--- config.mk ---
export PLATFORM = sky130hd
export DESIGN_NAME = utf16_text_unit_segmenter
export DESIGN_NICKNAME = d
export VERILOG_FILES = /design/src/sv/u16seg_pkg.sv /design/src/sv/u16seg_front.sv /design/src/sv/u16seg_queue.sv /design/src/sv/u16seg_back.sv /design/src/sv/utf16_text_unit_segmenter.sv
export SDC_FILE = /design/constraint.sdc
export NUM_CORES = 1
export LEC_CHECK = 0
export BUFFER_PORTS_ARGS = -buffer_cell sky130_fd_sc_hd__buf_2
export CAP_MARGIN = 15
export CORE_UTILIZATION = 50
export CTS_BUF_LIST = sky130_fd_sc_hd__clkbuf_16
export CTS_CLUSTER_DIAMETER = 60
export DETAILED_ROUTE_END_ITERATION = 10
export PLACE_DENSITY = 0.66
export SETUP_SLACK_MARGIN = 0.5
export SLEW_MARGIN = 20
export SYNTH_ARGS = -nofsm -noshare
export SYNTH_HDL_FRONTEND = slang
export SYNTH_SLANG_ARGS = --single-unit
--- constraint.sdc ---
create_clock -name clk -period 12.5 [get_ports clk]
set_input_delay 1.875 -clock clk [delete_from_list [all_inputs] [get_ports clk]]
set_output_delay 1.875 -clock clk [all_outputs]
set_load 0.02 [all_outputs]
--- src/sv/u16seg_pkg.sv ---
package u16seg_pkg;

    localparam int CU_W      = 16;
    localparam int OUT_OFF_W = 21;
    localparam int CLASS_W   = 3;
    localparam int SLOTS     = 3;
    localparam int SLOT_W    = 2;
    localparam int RES_W     = 2 * OUT_OFF_W + CLASS_W;
    localparam int TDATA_W   = ((RES_W + 7) / 8) * 8;
    localparam int PAD_W     = TDATA_W - RES_W;

    localparam logic [CLASS_W-1:0] CLASS_SPACE = 3'd0;
    localparam logic [CLASS_W-1:0] CLASS_LATIN = 3'd1;
    localparam logic [CLASS_W-1:0] CLASS_HIRA  = 3'd2;
    localparam logic [CLASS_W-1:0] CLASS_KATA  = 3'd3;
    localparam logic [CLASS_W-1:0] CLASS_KANJI = 3'd4;
    localparam logic [CLASS_W-1:0] CLASS_PUNCT = 3'd5;
    localparam logic [CLASS_W-1:0] CLASS_OTHER = 3'd6;
    localparam logic [CLASS_W-1:0] CLASS_BREAK = 3'd7;

    localparam logic [CU_W-1:0] CU_CR       = 16'h000D;
    localparam logic [CU_W-1:0] CU_LF       = 16'h000A;
    localparam logic [CU_W-1:0] CU_ZWJ      = 16'h200D;
    localparam logic [CU_W-1:0] CU_SEL_HIGH = 16'hDB40;

    // one result, unit_start in the lowest bits
    typedef struct packed {
        logic [CLASS_W-1:0]   unit_class;
        logic [OUT_OFF_W-1:0] unit_end;
        logic [OUT_OFF_W-1:0] unit_start;
    } result_t;

    // every result caused by one code unit
    typedef struct packed {
        logic [SLOT_W-1:0]   count;
        logic                text_done;
        result_t [SLOTS-1:0] slot;
    } bundle_t;

    function automatic logic in_rng(input logic [CU_W-1:0] c, input logic [CU_W-1:0] lo,
                                    input logic [CU_W-1:0] hi);
        return (c >= lo) && (c <= hi);
    endfunction

    function automatic logic is_high(input logic [CU_W-1:0] c);
        return in_rng(c, 16'hD800, 16'hDBFF);
    endfunction

    function automatic logic is_low(input logic [CU_W-1:0] c);
        return in_rng(c, 16'hDC00, 16'hDFFF);
    endfunction

    function automatic logic is_extender(input logic [CU_W-1:0] c);
        return in_rng(c, 16'h0300, 16'h036F) || in_rng(c, 16'h1AB0, 16'h1AFF) ||
               in_rng(c, 16'h1DC0, 16'h1DFF) || in_rng(c, 16'h20D0, 16'h20FF) ||
               in_rng(c, 16'hFE20, 16'hFE2F) || in_rng(c, 16'hFE00, 16'hFE0F);
    endfunction

    // pair decodes to U+E0100..U+E01EF
    function automatic logic is_selector_pair(input logic [CU_W-1:0] h,
                                              input logic [CU_W-1:0] c);
        return (h == CU_SEL_HIGH) && in_rng(c, 16'hDD00, 16'hDDEF);
    endfunction

    function automatic logic [CLASS_W-1:0] classify(input logic [CU_W-1:0] c);
        logic [CLASS_W-1:0] r;
        if (c == 16'h0020 || c == 16'h0009 || c == 16'h3000)
            r = CLASS_SPACE;
        else if (in_rng(c, 16'h0030, 16'h0039) || in_rng(c, 16'h0041, 16'h005A) ||
                 in_rng(c, 16'h0061, 16'h007A) || c == 16'h005F ||
                 in_rng(c, 16'hFF10, 16'hFF19) || in_rng(c, 16'hFF21, 16'hFF3A) ||
                 in_rng(c, 16'hFF41, 16'hFF5A))
            r = CLASS_LATIN;
        else if (in_rng(c, 16'h3040, 16'h309F))
            r = CLASS_HIRA;
        else if (in_rng(c, 16'h30A0, 16'h30FF) || in_rng(c, 16'hFF66, 16'hFF9F))
            r = CLASS_KATA;
        else if (in_rng(c, 16'h3400, 16'h9FFF))
            r = CLASS_KANJI;
        else if (in_rng(c, 16'h2000, 16'h206F) || in_rng(c, 16'h3000, 16'h303F) ||
                 in_rng(c, 16'hFF00, 16'hFF65) || in_rng(c, 16'h0021, 16'h002F) ||
                 in_rng(c, 16'h003A, 16'h0040) || in_rng(c, 16'h005B, 16'h0060) ||
                 in_rng(c, 16'h007B, 16'h007E))
            r = CLASS_PUNCT;
        else
            r = CLASS_OTHER;
        return r;
    endfunction

endpackage

--- src/sv/u16seg_front.sv ---
module u16seg_front #(
    parameter int OFFSET_BITS = 21
) (
    input  logic                      clk,
    input  logic                      rst_n,
    input  logic                      accept,
    input  logic [u16seg_pkg::CU_W-1:0] code_unit,
    input  logic                      text_end,
    output logic                      push,
    output u16seg_pkg::bundle_t       bundle
);
    import u16seg_pkg::*;

    localparam logic [2:0] MODE_EXT       = 3'd0;
    localparam logic [2:0] MODE_EXT_HIGH  = 3'd1;
    localparam logic [2:0] MODE_BASE_HIGH = 3'd2;
    localparam logic [2:0] MODE_AFTER_ZWJ = 3'd3;
    localparam logic [2:0] MODE_CR        = 3'd4;

    localparam logic [OFFSET_BITS-1:0] OFF_MAX = {OFFSET_BITS{1'b1}};

    logic [OFFSET_BITS-1:0] position_reg, position_next;
    logic                   open_reg, open_next;
    logic [OFFSET_BITS-1:0] start_reg, start_next;
    logic [CLASS_W-1:0]     class_reg, class_next;
    logic [2:0]             mode_reg, mode_next;
    logic [CU_W-1:0]        held_reg, held_next;

    logic [OFFSET_BITS-1:0] pos, nxt, prev;
    logic                   do_ext, do_start;
    logic [SLOT_W-1:0]      n;

    function automatic result_t mk(input logic [OFFSET_BITS-1:0] s,
                                   input logic [OFFSET_BITS-1:0] e,
                                   input logic [CLASS_W-1:0] c);
        result_t r;
        r.unit_start = OUT_OFF_W'(s);
        r.unit_end   = OUT_OFF_W'(e);
        r.unit_class = c;
        return r;
    endfunction

    always_comb
    begin
        pos  = position_reg;
        nxt  = (pos == OFF_MAX) ? pos : pos + 1'b1;
        prev = (pos == '0) ? pos : pos - 1'b1;

        open_next  = open_reg;
        start_next = start_reg;
        class_next = class_reg;
        mode_next  = mode_reg;
        held_next  = held_reg;
        do_ext     = 1'b0;
        do_start   = 1'b0;
        n          = '0;
        bundle     = '0;

        // dispatch on what the open unit is waiting for
        if (!open_reg)
        begin
            do_start = 1'b1;
        end
        else
        begin
            unique case (mode_reg)
                MODE_EXT_HIGH:
                begin
                    if (!(is_low(code_unit) && is_selector_pair(held_reg, code_unit)))
                    begin
                        if (n < 2'd3)
                        begin
                            bundle.slot[n] = mk(start_next, prev, class_next);
                            n = n + 2'd1;
                        end
                        start_next = prev;
                        class_next = classify(held_reg);
                    end
                    mode_next = MODE_EXT;
                    do_ext    = !is_low(code_unit);
                end
                MODE_BASE_HIGH:
                begin
                    mode_next = MODE_EXT;
                    do_ext    = !is_low(code_unit);
                end
                MODE_AFTER_ZWJ:
                begin
                    if (is_high(code_unit))
                    begin
                        mode_next = MODE_BASE_HIGH;
                        held_next = code_unit;
                    end
                    else
                    begin
                        mode_next = MODE_EXT;
                    end
                end
                MODE_CR:
                begin
                    if (code_unit == CU_LF)
                    begin
                        if (n < 2'd3)
                        begin
                            bundle.slot[n] = mk(start_next, nxt, CLASS_BREAK);
                            n = n + 2'd1;
                        end
                        open_next = 1'b0;
                        mode_next = MODE_EXT;
                    end
                    else
                    begin
                        if (n < 2'd3)
                        begin
                            bundle.slot[n] = mk(start_next, pos, CLASS_BREAK);
                            n = n + 2'd1;
                        end
                        do_start = 1'b1;
                    end
                end
                default:
                begin
                    do_ext = 1'b1;
                end
            endcase
        end

        // code unit in extending position
        if (do_ext)
        begin
            if (is_extender(code_unit))
            begin
                mode_next = MODE_EXT;
            end
            else if (is_high(code_unit))
            begin
                mode_next = MODE_EXT_HIGH;
                held_next = code_unit;
            end
            else if (code_unit == CU_ZWJ)
            begin
                mode_next = MODE_AFTER_ZWJ;
            end
            else
            begin
                if (n < 2'd3)
                begin
                    bundle.slot[n] = mk(start_next, pos, class_next);
                    n = n + 2'd1;
                end
                do_start = 1'b1;
            end
        end

        // code unit opens a new unit
        if (do_start)
        begin
            start_next = pos;
            if (code_unit == CU_CR)
            begin
                open_next  = 1'b1;
                class_next = CLASS_BREAK;
                mode_next  = MODE_CR;
            end
            else if (code_unit == CU_LF)
            begin
                if (n < 2'd3)
                begin
                    bundle.slot[n] = mk(pos, nxt, CLASS_BREAK);
                    n = n + 2'd1;
                end
                open_next = 1'b0;
                mode_next = MODE_EXT;
            end
            else
            begin
                open_next  = 1'b1;
                class_next = classify(code_unit);
                if (is_high(code_unit))
                begin
                    mode_next = MODE_BASE_HIGH;
                    held_next = code_unit;
                end
                else
                begin
                    mode_next = MODE_EXT;
                end
            end
        end

        position_next = nxt;

        // close everything at the end of the text
        if (text_end)
        begin
            if (open_next)
            begin
                if (mode_next == MODE_EXT_HIGH)
                begin
                    if (n < 2'd3)
                    begin
                        bundle.slot[n] = mk(start_next, pos, class_next);
                        n = n + 2'd1;
                    end
                    if (n < 2'd3)
                    begin
                        bundle.slot[n] = mk(pos, nxt, classify(held_next));
                        n = n + 2'd1;
                    end
                end
                else if (n < 2'd3)
                begin
                    bundle.slot[n] = mk(start_next, nxt, class_next);
                    n = n + 2'd1;
                end
            end
            position_next = '0;
            open_next     = 1'b0;
            start_next    = '0;
            class_next    = '0;
            mode_next     = MODE_EXT;
            held_next     = '0;
        end

        bundle.count     = n;
        bundle.text_done = text_end;
        push             = accept && (n != '0);
    end

    always_ff @(posedge clk or negedge rst_n)
    begin
        if (!rst_n)
        begin
            position_reg <= '0;
            open_reg     <= 1'b0;
            start_reg    <= '0;
            class_reg    <= '0;
            mode_reg     <= MODE_EXT;
            held_reg     <= '0;
        end
        else if (accept)
        begin
            position_reg <= position_next;
            open_reg     <= open_next;
            start_reg    <= start_next;
            class_reg    <= class_next;
            mode_reg     <= mode_next;
            held_reg     <= held_next;
        end
    end

endmodule

--- src/sv/u16seg_queue.sv ---
module u16seg_queue #(
    parameter int DEPTH = 4
) (
    input  logic                clk,
    input  logic                rst_n,
    input  logic                push,
    input  u16seg_pkg::bundle_t push_data,
    output logic                full,
    input  logic                pop,
    output logic                empty,
    output u16seg_pkg::bundle_t head
);
    import u16seg_pkg::*;

    localparam int PTR_W = $clog2(DEPTH);
    localparam int CNT_W = $clog2(DEPTH + 1);
    localparam logic [PTR_W-1:0] LAST_PTR = PTR_W'(DEPTH - 1);
    localparam logic [CNT_W-1:0] FULL_CNT = CNT_W'(DEPTH);

    bundle_t          entry_reg [DEPTH];
    logic [PTR_W-1:0] wr_reg, wr_next;
    logic [PTR_W-1:0] rd_reg, rd_next;
    logic [CNT_W-1:0] cnt_reg, cnt_next;
    logic             do_push, do_pop;

    assign full    = (cnt_reg == FULL_CNT);
    assign empty   = (cnt_reg == '0);
    assign head    = entry_reg[rd_reg];
    assign do_push = push && !full;
    assign do_pop  = pop && !empty;

    always_comb
    begin
        wr_next  = wr_reg;
        rd_next  = rd_reg;
        cnt_next = cnt_reg;
        if (do_push)
            wr_next = (wr_reg == LAST_PTR) ? '0 : wr_reg + 1'b1;
        if (do_pop)
            rd_next = (rd_reg == LAST_PTR) ? '0 : rd_reg + 1'b1;
        if (do_push && !do_pop)
            cnt_next = cnt_reg + 1'b1;
        else if (do_pop && !do_push)
            cnt_next = cnt_reg - 1'b1;
    end

    always_ff @(posedge clk or negedge rst_n)
    begin
        if (!rst_n)
        begin
            wr_reg  <= '0;
            rd_reg  <= '0;
            cnt_reg <= '0;
        end
        else
        begin
            wr_reg  <= wr_next;
            rd_reg  <= rd_next;
            cnt_reg <= cnt_next;
        end
    end

    always_ff @(posedge clk)
    begin
        if (do_push)
            entry_reg[wr_reg] <= push_data;
    end

endmodule

--- src/sv/u16seg_back.sv ---
module u16seg_back (
    input  logic                           clk,
    input  logic                           rst_n,
    input  logic                           empty,
    input  u16seg_pkg::bundle_t            head,
    output logic                           pop,
    output logic                           out_valid,
    input  logic                           out_ready,
    output u16seg_pkg::result_t            out_result,
    output logic                           out_last,
    output logic                           out_final
);
    import u16seg_pkg::*;

    logic              valid_reg, valid_next;
    result_t           result_reg;
    logic              last_reg;
    logic              final_reg;
    logic [SLOT_W-1:0] sel_reg, sel_next;
    logic              load, head_last;

    // one result per cycle from the head bundle into the output register, while it is empty or out_ready
    assign load      = !empty && (!valid_reg || out_ready);
    assign head_last = (sel_reg == head.count - 2'd1);
    assign pop       = load && head_last;

    always_comb
    begin
        valid_next = valid_reg;
        sel_next   = sel_reg;
        if (load)
        begin
            valid_next = 1'b1;
            sel_next   = head_last ? '0 : sel_reg + 2'd1;
        end
        else if (out_ready)
        begin
            valid_next = 1'b0;
        end
    end

    always_ff @(posedge clk or negedge rst_n)
    begin
        if (!rst_n)
        begin
            valid_reg <= 1'b0;
            sel_reg   <= '0;
        end
        else
        begin
            valid_reg <= valid_next;
            sel_reg   <= sel_next;
        end
    end

    always_ff @(posedge clk)
    begin
        if (load)
        begin
            result_reg <= head.slot[sel_reg];
            last_reg   <= head_last;
            final_reg  <= head_last && head.text_done;
        end
    end

    assign out_valid  = valid_reg;
    assign out_result = result_reg;
    assign out_last   = last_reg;
    assign out_final  = final_reg;

endmodule

--- src/sv/utf16_text_unit_segmenter.sv ---
// Splits a UTF-16 stream into user-perceived units (CR LF, surrogate pairs, base plus
// combining marks and selectors, ZWJ sequences) and emits each with its start offset, end
// offset and class. A code unit is taken every cycle while the bundle queue has room; one
// code unit can close up to three units, and the output sends one unit per cycle while
// m_tready is high, so the input is throttled when units come out faster than one per
// code unit or the output stalls. A closed unit goes via the bundle queue to the output
// register. Text ends with tlast on the input; the final unit of a text carries tuser
// set, and tlast on the output marks the last unit caused by one input code unit.
module utf16_text_unit_segmenter #(
    parameter int OFFSET_BITS = 21,
    parameter int QUEUE_DEPTH = 4
) (
    input  logic                              clk,
    input  logic                              rst_n,
    input  logic                              s_tvalid,
    output logic                              s_tready,
    input  logic [u16seg_pkg::CU_W-1:0]       s_tdata,   // [15:0] code_unit
    input  logic                              s_tlast,
    output logic                              m_tvalid,
    input  logic                              m_tready,
    output logic [u16seg_pkg::TDATA_W-1:0]    m_tdata,   // [20:0] unit_start, [41:21] unit_end,
                                                         // [44:42] unit_class, [47:45] zero
    output logic                              m_tuser,   // [0] final_of_text
    output logic                              m_tlast
);
    import u16seg_pkg::*;

    logic    accept, push, full, empty, pop;
    bundle_t bundle, head;
    result_t out_result;

    assign s_tready = !full;
    assign accept   = s_tvalid && s_tready;

    u16seg_front #(
        .OFFSET_BITS (OFFSET_BITS)
    ) u_front (
        .clk       (clk),
        .rst_n     (rst_n),
        .accept    (accept),
        .code_unit (s_tdata),
        .text_end  (s_tlast),
        .push      (push),
        .bundle    (bundle)
    );

    u16seg_queue #(
        .DEPTH (QUEUE_DEPTH)
    ) u_queue (
        .clk       (clk),
        .rst_n     (rst_n),
        .push      (push),
        .push_data (bundle),
        .full      (full),
        .pop       (pop),
        .empty     (empty),
        .head      (head)
    );

    u16seg_back u_back (
        .clk        (clk),
        .rst_n      (rst_n),
        .empty      (empty),
        .head       (head),
        .pop        (pop),
        .out_valid  (m_tvalid),
        .out_ready  (m_tready),
        .out_result (out_result),
        .out_last   (m_tlast),
        .out_final  (m_tuser)
    );

    assign m_tdata = {{PAD_W{1'b0}}, out_result};

endmodule

==> metrics.cfg, run 1 <==
[min_path]
hp-start=u_queue.cnt_reg[2]$_DFFE_PN0P_
hp-class=flop to flop
min_path_cells=1

[place]
place.gp.congestion=0.9971
dpl.hpwl_mm=60.25
port_buffers=69

[die]
io_pins=73
fp-row-count=92
start_util_pct=50.78
die_w_um=255.6
fp.dieH_um=255.6
core-area_sq_um=63310
dieArea_sq_um=65320

[setup_path]
r2r_start=u_front.mode_reg[2]$_DFFE_PN0P_
crit_family=buffers and inverters
path_max_fanout=62
cp.buffers_inverters=4
crit_path_cell_trace=buf_2, nand4_1, o21ai_1, nand2_1, o21ai_4, inv_2, ha_1, nor2b_1, nand3_1, a211o_1, nand3_1, a31oi_2, and2_4, buf_4, buf_4
startpoint_type=primary input
cp-startpoint=s_tdata[5]
critPathArrivalTime_ns=7.13
critical_path_class=primary input to flop
cp_slowest_stage_delay_ns=0.85
crit_cells=15
reg2reg_depth=14
required_ns=12.73
cpMaxStageDelayCell=buf_4
crit_path_end_kind=flop

[sta]
finClkSkew_ns=0.02425
fin_setup_tns_ns=0
rsz0062_at_grt=no
fin_crit_ns=6.895
tightest_slew_ns=1.208
finalHoldViolCount=0
max_slew_margin_pct=19.45
min_period_over_period_pct=55.16
slew_violations=0
setup_violations=0
clock.fmax_mhz=145.0

[logic_synthesis]
async_flop_share_pct=11.13
synthFlopType=edfxtp_1
synth-edff-count=599
yosysMostFrequentCell=edfxtp_1
synth_common_cells=599 x edfxtp_1, 195 x nand2_1, 176 x o21ai_0
ys_seq_area_share_pct=61.78
post_synth.cell_area_avg_sq_um=13.62
synth_area_leaders=edfxtp_1 56%, mux4_2 9.7%, dfrtp_1 5.8%
yosys.area_share.simple_pct=9.285
synth_top_family_by_area=compound AO/OA/AOI/OAI gates
ys_ff_latch=674
yosysTopAreaCellShare_pct=55.95
mappedNetlistArea_sq_um=32150
synth_cell_types=100
synth-compound-area-share_pct=12.71
synth_xor_area_share_pct=1.117
yosysTopAreaCell=edfxtp_1
synthMuxAreaShare_pct=11.78
yosys_warnings=0
synth_adder_area_share_pct=0.4514
synthCells=2360

[cts]
cts_resized=0
cts_setup_buffers=0
cts_tree=done
cts_max_path_buffers=3
cts_buffers=72
cts-root-buf=clkbuf_16
clkTransAtPathRegs_ns=0.06
htree_levels=3
clock_latency_ns=0.62
clock_sinks=674
hold_buffers=0

[power]
leakage_nw=11.82
swShare_pct=34.59
seq_power_share_pct=41.5
p_per_area_nw_per_um2=217.3
switching_power_mw=2.663
clkPwrFrac_pct=26.0
ir_drop_uv=135.1
p_int_mw=5.036
comb_power_share_pct=32.6
total_power_mw=7.699

[cells_and_area]
post-route-util_pct=55.95
drive_gt1_share_pct=17.89
layout.nets=2401
areaGrowthSynthToFinish_pct=10.17
antenna_cells=0
multi_input_area_sq_um=11420
largest_reg_flops=552
fillCellCount=5161
regArea_sq_um=19880

[drt]
viasPerCell=6.652
first_iter_violations=2270
vias=21764
wl_mm=92.95
wl_per_cell_um=28.41
ant_nets=0
firstDrtPassIters=6
drc=0

[outcome]
outcome=finished clean

[global_routing]
grt_max_degree=63
grt_overflow=0
grt_pass1_wl_mm=138.6
grt_pass1_vias=21202
antenna_found_initial=1
grtUsageTotal_pct=28.40

[flow_run]
drv_cap=0

## worst paths after layout
check	endpoint	slack (ns)
worst max register to register	u_queue.entry_reg[1][123]$_DFFE_PP_	6.16
worst min-delay path	u_queue.cnt_reg[2]$_DFFE_PN0P_	0.51
max in group asynchronous	u_back.sel_reg[1]$_DFFE_PN0P_	10.10
worst min register to register	u_queue.cnt_reg[2]$_DFFE_PN0P_	0.51
worst max-delay path	u_queue.entry_reg[1][123]$_DFFE_PP_	5.61
min in group asynchronous	u_queue.wr_reg[0]$_DFFE_PN0P_	1.23
## stage by stage
step / hold slack [ns] / instances / worst slack (ns) / area (sq um)
floorplan: 0.4636 / 2362 / 4.376 / 32160
global placement: 0.4814 / 3141 / 5.016 / 33190
detailed placement: 0.4920 / 3141 / 4.969 / 33190
CTS: 0.5037 / 3272 / 5.596 / 35420
global route: 0.5323 / 3272 / 5.215 / 35420
finish: 0.5114 / 3272 / 5.605 / 35420
## layout make-up
cell class / instances / share of cell area (%)
Sequential cell: 674 / 56.11
Multi-Input combinational cell: 1477 / 32.25
Clock buffer: 74 / 5.228
Tap cell: 846 / 2.988
Timing Repair Buffer: 124 / 2.148
Clock inverter: 57 / 1.060
Inverter: 20 / 0.2119
## cells in the final DEF, fill, tap and decap left out, types with 8 or more instances in the layout
cell and count:
buf_4 56, nor4_1 14, clkinv_1 14, edfxtp_1 599, nand2b_1 15, a211o_1 10
a221o_1 12, xor2_1 14, and2_1 15, a22oi_1 25, o21ai_1 9, o22ai_1 31
nand2_1 194, o211ai_1 27, inv_1 39, mux4_2 138, nand3_1 40, ha_1 10
or3_1 12, dfrtp_1 71, and3_1 22, a211oi_1 24, a21o_1 15, xnor2_1 27
a22o_1 20, a31oi_1 11, a2bb2oi_1 11, buf_2 68, o22a_1 8, nor2_1 144
o21a_1 9, o2bb2ai_1 36, nor2b_1 14, a21oi_1 114, clkbuf_16 74, nand4_1 19
o21ai_0 175, mux2i_1 61, nor3_1 49
## metal layers
layer	track usage (%)	vias up	part of all wire (%)	wire length, um
met2	43.78	1113	46	43130
met4	13.51	0	4.7	4413
li1	-	9333	-	-
met3	5.130	244	7.8	7241
met1	39.30	11074	41	38170
met5	0	-	0	0
## kinds of logic after synthesis
kind of cell | count (synthesis)
multiplexers | 205
AND/OR/NAND/NOR | 605
flip-flops | 674
adder cells (fa/ha/maj) | 11
AO/OA/AOI/OAI | 612
XOR/XNOR | 41
buffers and inverters | 211
other | 1
## power by group through the flow
stage | Combinational, mW | Clock, mW | Sequential (mW)
after floorplan | 1.64 | 0 | 3.27
after global placement | 2.48 | 0 | 3.22
after detailed placement | 2.51 | 0 | 3.24
after CTS | 2.52 | 2.03 | 3.20
after global routing | 2.67 | 2.12 | 3.23
final | 2.51 | 2.00 | 3.19
(Power assumes the default switching activity.)
==> inputs of run 2 (changes only) <==
==> constraint.sdc (replaced) <==
create_clock -name clk -period 7.1 [get_ports clk]
set_input_delay 1.065 -clock clk [delete_from_list [all_inputs] [get_ports clk]]
set_output_delay 1.065 -clock clk [all_outputs]
set_load 0.02 [all_outputs]
==> run 2 against run 1 <==
Compared with the run above: cell count grew 0.21%; combinational power grew 76%; via count shrank 0.11%; wire length grew 1.9%; non-clock buffer count shrank 1; clock-buffer cell count grew 3; highest routed layer unchanged; largest power group unchanged.
==> metrics.cfg, run 2 (synthesized netlist as in run 1, its figures left out) <==
[cells_and_area]
areaGrowthSynthToFinish_pct=11.18
layout.nets=2403  ; +0.083%
antenna_cells=0  ; unchanged
drive_gt1_share_pct=18.21  ; +0.32 points
fin_cells=3279  ; +0.21%
regArea_sq_um=19880  ; unchanged
fillCellCount=5105  ; -1.1%
multi_input_area_sq_um=11430  ; about the same
final_common_cell=edfxtp_1
layout_common_cells=599 x edfxtp_1, 194 x nand2_1, 173 x o21ai_0
final_area_sq_um=35740  ; +0.91%
post-route-util_pct=56.46  ; +0.51 points
largest_reg_flops=552  ; unchanged

[die]
fp.dieH_um=255.6  ; unchanged
dieArea_sq_um=65320  ; unchanged
die_w_um=255.6  ; unchanged
io_pins=73  ; unchanged
start_util_pct=50.78  ; unchanged
fp-row-count=92  ; unchanged
core-area_sq_um=63310  ; unchanged

[drt]
ant_nets=0  ; unchanged
viasPerCell=6.630  ; -0.32%
drc=0  ; unchanged
first_iter_violations=2524  ; +11%
firstDrtPassIters=7  ; +1
vias=21741  ; -0.11%
wl_per_cell_um=28.90  ; +1.7%
wl_mm=94.76  ; +1.9%

[global_routing]
grt_pass1_vias=21684  ; +2.3%
grtUsageTotal_pct=29.20  ; +0.80 points
antenna_found_initial=1  ; unchanged
grt_max_degree=85  ; +35%
grt_overflow=0  ; unchanged
grt_pass1_wl_mm=142.3  ; +2.7%

[place]
port_buffers=69  ; unchanged
dpl.hpwl_mm=61.45  ; +2.0%
place.gp.congestion=0.9888  ; -0.83%
place_area_sq_um=33280  ; +0.28%
dp_cells=3140  ; -0.032%

[power]
p_per_area_nw_per_um2=389.9  ; +79%
leakage_nw=11.94  ; +0.97%
ir_drop_uv=206.6  ; +53%
total_power_mw=13.94  ; +81%

[setup_path]
required_ns=7.42  ; -5.31 ns
critPathArrivalTime_ns=5.88  ; -1.25 ns
critical_path_class=flop to flop
startpoint_type=flop
path_max_fanout=21  ; -66%
crit_path_end_kind=flop
reg2reg_depth=11  ; -3

[sta]
clock.fmax_mhz=179.9
rsz0062_at_grt=no
finClkSkew_ns=0.02153  ; -0.002724 ns
max_slew_margin_pct=13.69  ; -5.8 points
fin_crit_ns=5.560
tightest_slew_ns=1.284  ; +0.07565 ns
finalHoldViolCount=0  ; unchanged
slew_violations=0  ; unchanged
min_period_over_period_pct=78.30
fin_setup_tns_ns=0  ; unchanged
setup_violations=0  ; unchanged

[outcome]
outcome=finished clean

[cts]
cts_max_path_buffers=3  ; unchanged
cts_resized=0  ; unchanged
clock_latency_ns=0.63  ; about the same
hold_buffers=0  ; unchanged
clkTransAtPathRegs_ns=0.06  ; about the same
cts_buffers=75  ; +4.2%
cts_setup_buffers=0  ; unchanged
htree_levels=3  ; unchanged
cts-root-buf=clkbuf_16
cts_tree=done
clock_sinks=674  ; unchanged

[flow_run]
drv_cap=0  ; unchanged

[min_path]
hp-class=primary input to asynchronous set/reset pin

## run 2: cell count changes in the layout (fill, tap and decap cells not counted), moves of 2 or more
cell	previous run	this run
buf_12	0	8
buf_4	56	47
bufinv_16	3	7
clkbuf_16	74	77
clkinv_1	14	12
clkinvlp_4	1	4
o21ai_0	175	173
o21ai_1	9	11
## run 2: cell type report
type                    count  area share [%]
well taps                 846           2.961
clock inverters            62           1.460
multi-input cells        1477           31.98
repair buffers            123           2.387
clock buffers              77           5.391
inverters                  20          0.2100
flip-flops and latches    674           55.61
## run 2: layer usage
metal,track usage (%),up-vias,routed length [um]
li1,-,9328,-
met1,41.20,11074,39230
met2,45.04,1106,43800
met3,5.140,233,7596
met4,12.14,0,4127
met5,0,-,0
## run 2: final timing paths
kind	end	slack [ns]	startpoint
worst max-delay path	u_queue.entry_reg[0][63]$_DFFE_PP_	1.54	u_front.held_reg[12]$_DFFE_PN0P_
worst min-delay path	u_queue.wr_reg[1]$_DFFE_PN0P_	0.40	rst_n
worst max register to register	u_queue.entry_reg[0][63]$_DFFE_PP_	1.54	u_front.held_reg[12]$_DFFE_PN0P_
worst min register to register	u_front.start_reg[5]$_DFFE_PN0P_	0.51	u_front.start_reg[5]$_DFFE_PN0P_
max in group asynchronous	u_queue.rd_reg[0]$_DFFE_PN0P_	5.52	rst_n
min in group clk	u_front.start_reg[5]$_DFFE_PN0P_	0.51	u_front.start_reg[5]$_DFFE_PN0P_
## run 2: power by group
part | internal [mW] | switching, mW | total [mW]
Clock | 2.24 | 1.58 | 3.82
Combinational | 1.61 | 2.81 | 4.42
Sequential | 5.27 | 0.434 | 5.70
## run 2: critical path: stages (launching register included)
cell	delay [ns]
dfrtp_1	0.45
nor4bb_1	0.76
and4_1	0.34
nand2_1	0.11
o21ai_4	0.31
inv_2	0.29
ha_1	0.47
nor2b_1	0.23
nand4_1	0.68
and3_1	0.75
a22oi_2	0.61
o2bb2ai_1	0.24
## run 2: metrics by stage
stage | hold WS, ns | worst slack (ns)
after global placement | 0.4813 | 1.414
final | 0.4030 | 1.541
after floorplan | 0.4636 | 1.313
after CTS | 0.3924 | 1.694
after detailed placement | 0.4981 | 1.373
after global routing | 0.4098 | 1.427
==> inputs of run 3 (changes only) <==
--- a/config.mk
+++ b/config.mk
@@ -5,6 +5,7 @@
 export SDC_FILE = /design/constraint.sdc
 export NUM_CORES = 1
 export LEC_CHECK = 0
+export ABC_AREA = 1
 export BUFFER_PORTS_ARGS = -buffer_cell sky130_fd_sc_hd__buf_2
 export CAP_MARGIN = 15
 export CORE_UTILIZATION = 50
==> constraint.sdc (replaced) <==
create_clock -name clk -period 5.3 [get_ports clk]
set_input_delay 0.795 -clock clk [delete_from_list [all_inputs] [get_ports clk]]
set_output_delay 0.795 -clock clk [all_outputs]
set_load 0.02 [all_outputs]
==> run 3 against run 2 <==
Compared with the run above: the flow now finishes with violations (design-rule violations); synthesized cell count up 44%; setup slack got worse by 0.90 ns; clock power rose by 40%; clock skew rose by 0.030 ns; highest routed layer is now met5.
==> metrics.cfg, run 3 <==
[logic_synthesis]
synth_xor_area_share_pct=0.6781  ; -0.44 points
synthMuxAreaShare_pct=0  ; -12 points
yosysTopAreaCellShare_pct=53.56  ; -2.4 points
async_flop_share_pct=11.13  ; unchanged
synth_cell_types=63  ; -37%
post_synth.cell_area_avg_sq_um=9.888  ; -27%
ys_ff_latch=674  ; unchanged
synth-edff-count=599  ; unchanged
synth-compound-area-share_pct=17.25  ; +4.5 points
ys_seq_area_share_pct=59.15  ; -2.6 points
yosys_warnings=0  ; unchanged
synth_area_leaders=edfxtp_1 54%, o21ai_0 6.8%, nand2_1 6.2%
synthFlopType=edfxtp_1
synthCells=3396  ; +44%
synth_top_family_by_area=compound AO/OA/AOI/OAI gates
yosysMostFrequentCell=edfxtp_1
yosys.area_share.simple_pct=16.92  ; +7.6 points
mappedNetlistArea_sq_um=33580  ; +4.4%
yosysTopAreaCell=edfxtp_1
synth_common_cells=599 x edfxtp_1, 553 x nand2_1, 456 x o21ai_0
synth_adder_area_share_pct=0.4322  ; -0.019 points

[sta]
fin_setup_tns_ns=0  ; unchanged
setup_violations=0  ; unchanged
slew_violations=0  ; unchanged
max_slew_margin_pct=36.96  ; +23 points
finClkSkew_ns=0.05103  ; +0.02951 ns
clock.fmax_mhz=214.7  ; +19%
finalHoldViolCount=0  ; unchanged
tightest_slew_ns=0.9393  ; -0.3447 ns
rsz0062_at_grt=no
fin_crit_ns=4.657  ; -0.9023 ns
min_period_over_period_pct=87.87  ; +9.6 points

[global_routing]
grt_pass1_wl_mm=180.1  ; +27%
antenna_found_initial=3  ; +2
gr-max-usage-layer=met2
grt.met1_usage_pct=50.83  ; +9.6 points
grt_pass1_vias=26778  ; +23%
grtUsageTotal_pct=36.46  ; +7.3 points
grt_max_degree=167  ; +96%
grt_overflow=0  ; unchanged
grt_use_met3_pct=8.343  ; +3.2 points
met2_usage_pct=55.00  ; +10 points

[die]
io_pins=73  ; unchanged
core-area_sq_um=66100  ; +4.4%
fp-row-count=94  ; +2.2%
die_w_um=261.2  ; +2.2%
dieArea_sq_um=68200  ; +4.4%
fp.dieH_um=261.2  ; +2.2%
start_util_pct=50.80  ; about the same

[cts]
clock_latency_ns=0.66  ; +0.03 ns
cts_setup_buffers=0  ; unchanged
cts-root-buf=clkbuf_16
htree_levels=3  ; unchanged
cts_buffers=76  ; +1.3%
clkTransAtPathRegs_ns=0.06  ; about the same
hold_buffers=0  ; unchanged
clock_sinks=674  ; unchanged
cts_max_path_buffers=3  ; unchanged
cts_resized=0  ; unchanged
cts_tree=done

[cells_and_area]
post-route-util_pct=57.57  ; +1.1 points
fin_cells=4392  ; +34%
regArea_sq_um=19870  ; about the same
final_common_cell=edfxtp_1
largest_reg_flops=552  ; unchanged
final_area_sq_um=38050  ; +6.5%
antenna_cells=0  ; unchanged
areaGrowthSynthToFinish_pct=13.32
multi_input_area_sq_um=11950  ; +4.5%
drive_gt1_share_pct=12.87  ; -5.3 points
fillCellCount=5578  ; +9.3%
layout_common_cells=599 x edfxtp_1, 552 x nand2_1, 455 x o21ai_0
layout.nets=3501  ; +46%

[drt]
vias=28232  ; +30%
first_iter_violations=3689  ; +46%
drc=5  ; +5
ant_nets=0  ; unchanged
viasPerCell=6.428  ; -3.1%
wl_per_cell_um=28.35  ; -1.9%
firstDrtPassIters=11  ; +4
wl_mm=124.5  ; +31%

[power]
comb_power_share_pct=33.8  ; +2.1 points
seq_power_share_pct=38.1  ; -2.8 points
switching_power_mw=7.329  ; +52%
p_per_area_nw_per_um2=501.4  ; +29%
p_int_mw=11.75  ; +29%
swShare_pct=38.41  ; +3.8 points
clkPwrFrac_pct=28.1  ; +0.7 points
ir_drop_uv=555.6  ; +170%
leakage_nw=14.17  ; +19%

[setup_path]
startpoint_type=flop
crit_path_end_kind=flop
path_max_fanout=33  ; +57%
r2r_end=u_queue.entry_reg[3][114]$_DFFE_PP_
cp-endpoint=u_queue.entry_reg[3][114]$_DFFE_PP_
r2r_start=u_front.open_reg$_DFFE_PN0P_
critPathArrivalTime_ns=5.04  ; -0.84 ns
cp-startpoint=u_front.open_reg$_DFFE_PN0P_
reg2reg_depth=18  ; +7
rrSetupSlack_ns=0.64  ; -0.90 ns
required_ns=5.68  ; -1.74 ns
critical_path_class=flop to flop

[place]
dpl.hpwl_mm=85.29  ; +39%
place.gp.congestion=1.025  ; +3.7%
port_buffers=69  ; unchanged
dp_cells=4255  ; +36%
place_area_sq_um=35470  ; +6.6%

[outcome]
outcome=finished, violations left
violations=design-rule violations

[min_path]
hp-class=primary input to asynchronous set/reset pin

[flow_run]
drv_cap=0  ; unchanged

-- run 3: per-layer routing --
layer	wire (um)	part of all wire, %	up-vias
met5	28	0.022	-
met4	5597	4.5	4
met3	13940	11	316
met2	55130	44	1771
met1	49810	40	13758
li1	-	-	12383
-- run 3: logic make-up after synthesis --
kind of cell / count (synthesis)
AOI/OAI and AO/OA: 955
and+or+nand+nor: 1279
other: 1
adders and majority gates: 11
buffers and inverters: 450
xor gates and xnor gates: 26
DFF: 674
-- run 3: worst max-delay path: stages, from the launching register on --
cell and delay, ns:
dfrtp_1 0.61, inv_1 0.24, nor2_1 0.56, inv_1 0.28
nand2_4 0.15, buf_4 0.28, inv_2 0.14, nand2_1 0.13
nand2_4 0.11, nor2_4 0.17, nand2_4 0.06, buf_4 0.28
nand2_1 0.17, nand2_4 0.17, nor2_8 0.22, inv_4 0.12
nand2_4 0.11, inv_4 0.11, o21ai_1 0.48
-- run 3: cell type report --
class,count,share of cell area [%]
clock buffers,76,4.998
clock inverters,61,1.802
inverters,234,2.400
repair buffers,209,4.334
flip-flops and latches,674,52.22
well taps,864,2.841
multi-input cells,2274,31.40
-- run 3: worst min-delay path by stage --
stage | startpoint | to | slack, ns | cells after the start
after floorplan | u_front.start_reg[12]$_DFFE_PN0P_ | u_front.start_reg[12]$_DFFE_PN0P_ | 0.47 | 2
after global placement | u_front.start_reg[4]$_DFFE_PN0P_ | u_front.start_reg[4]$_DFFE_PN0P_ | 0.50 | 2
after detailed placement | u_front.start_reg[20]$_DFFE_PN0P_ | u_front.start_reg[20]$_DFFE_PN0P_ | 0.51 | 2
after CTS | rst_n | u_queue.cnt_reg[2]$_DFFE_PN0P_ | 0.16 | 1
after global routing | rst_n | u_front.held_reg[7]$_DFFE_PN0P_ | 0.16 | 1
final | rst_n | u_front.held_reg[7]$_DFFE_PN0P_ | 0.15 | 1
-- run 3: through the flow --
stage | hold WS (ns) | setup slack [ns] | total power [mW]
after floorplan | 0.4747 | -0.04204 | 11.24
after global placement | 0.4975 | 0.5652 | 13.58
after detailed placement | 0.5114 | 0.5918 | 13.72
after CTS | 0.1627 | 0.9092 | 19.05
after global routing | 0.1608 | 0.5108 | 19.86
final | 0.1477 | 0.6428 | 19.08
-- run 3: power groups by stage --
stage / clock network [mW] / registers, mW / logic [mW]
floorplan: 0 / 7.48 / 3.76
global placement: 0 / 7.34 / 6.24
detailed placement: 0 / 7.36 / 6.36
CTS: 5.40 / 7.26 / 6.39
global route: 5.59 / 7.34 / 6.93
finish: 5.36 / 7.27 / 6.45
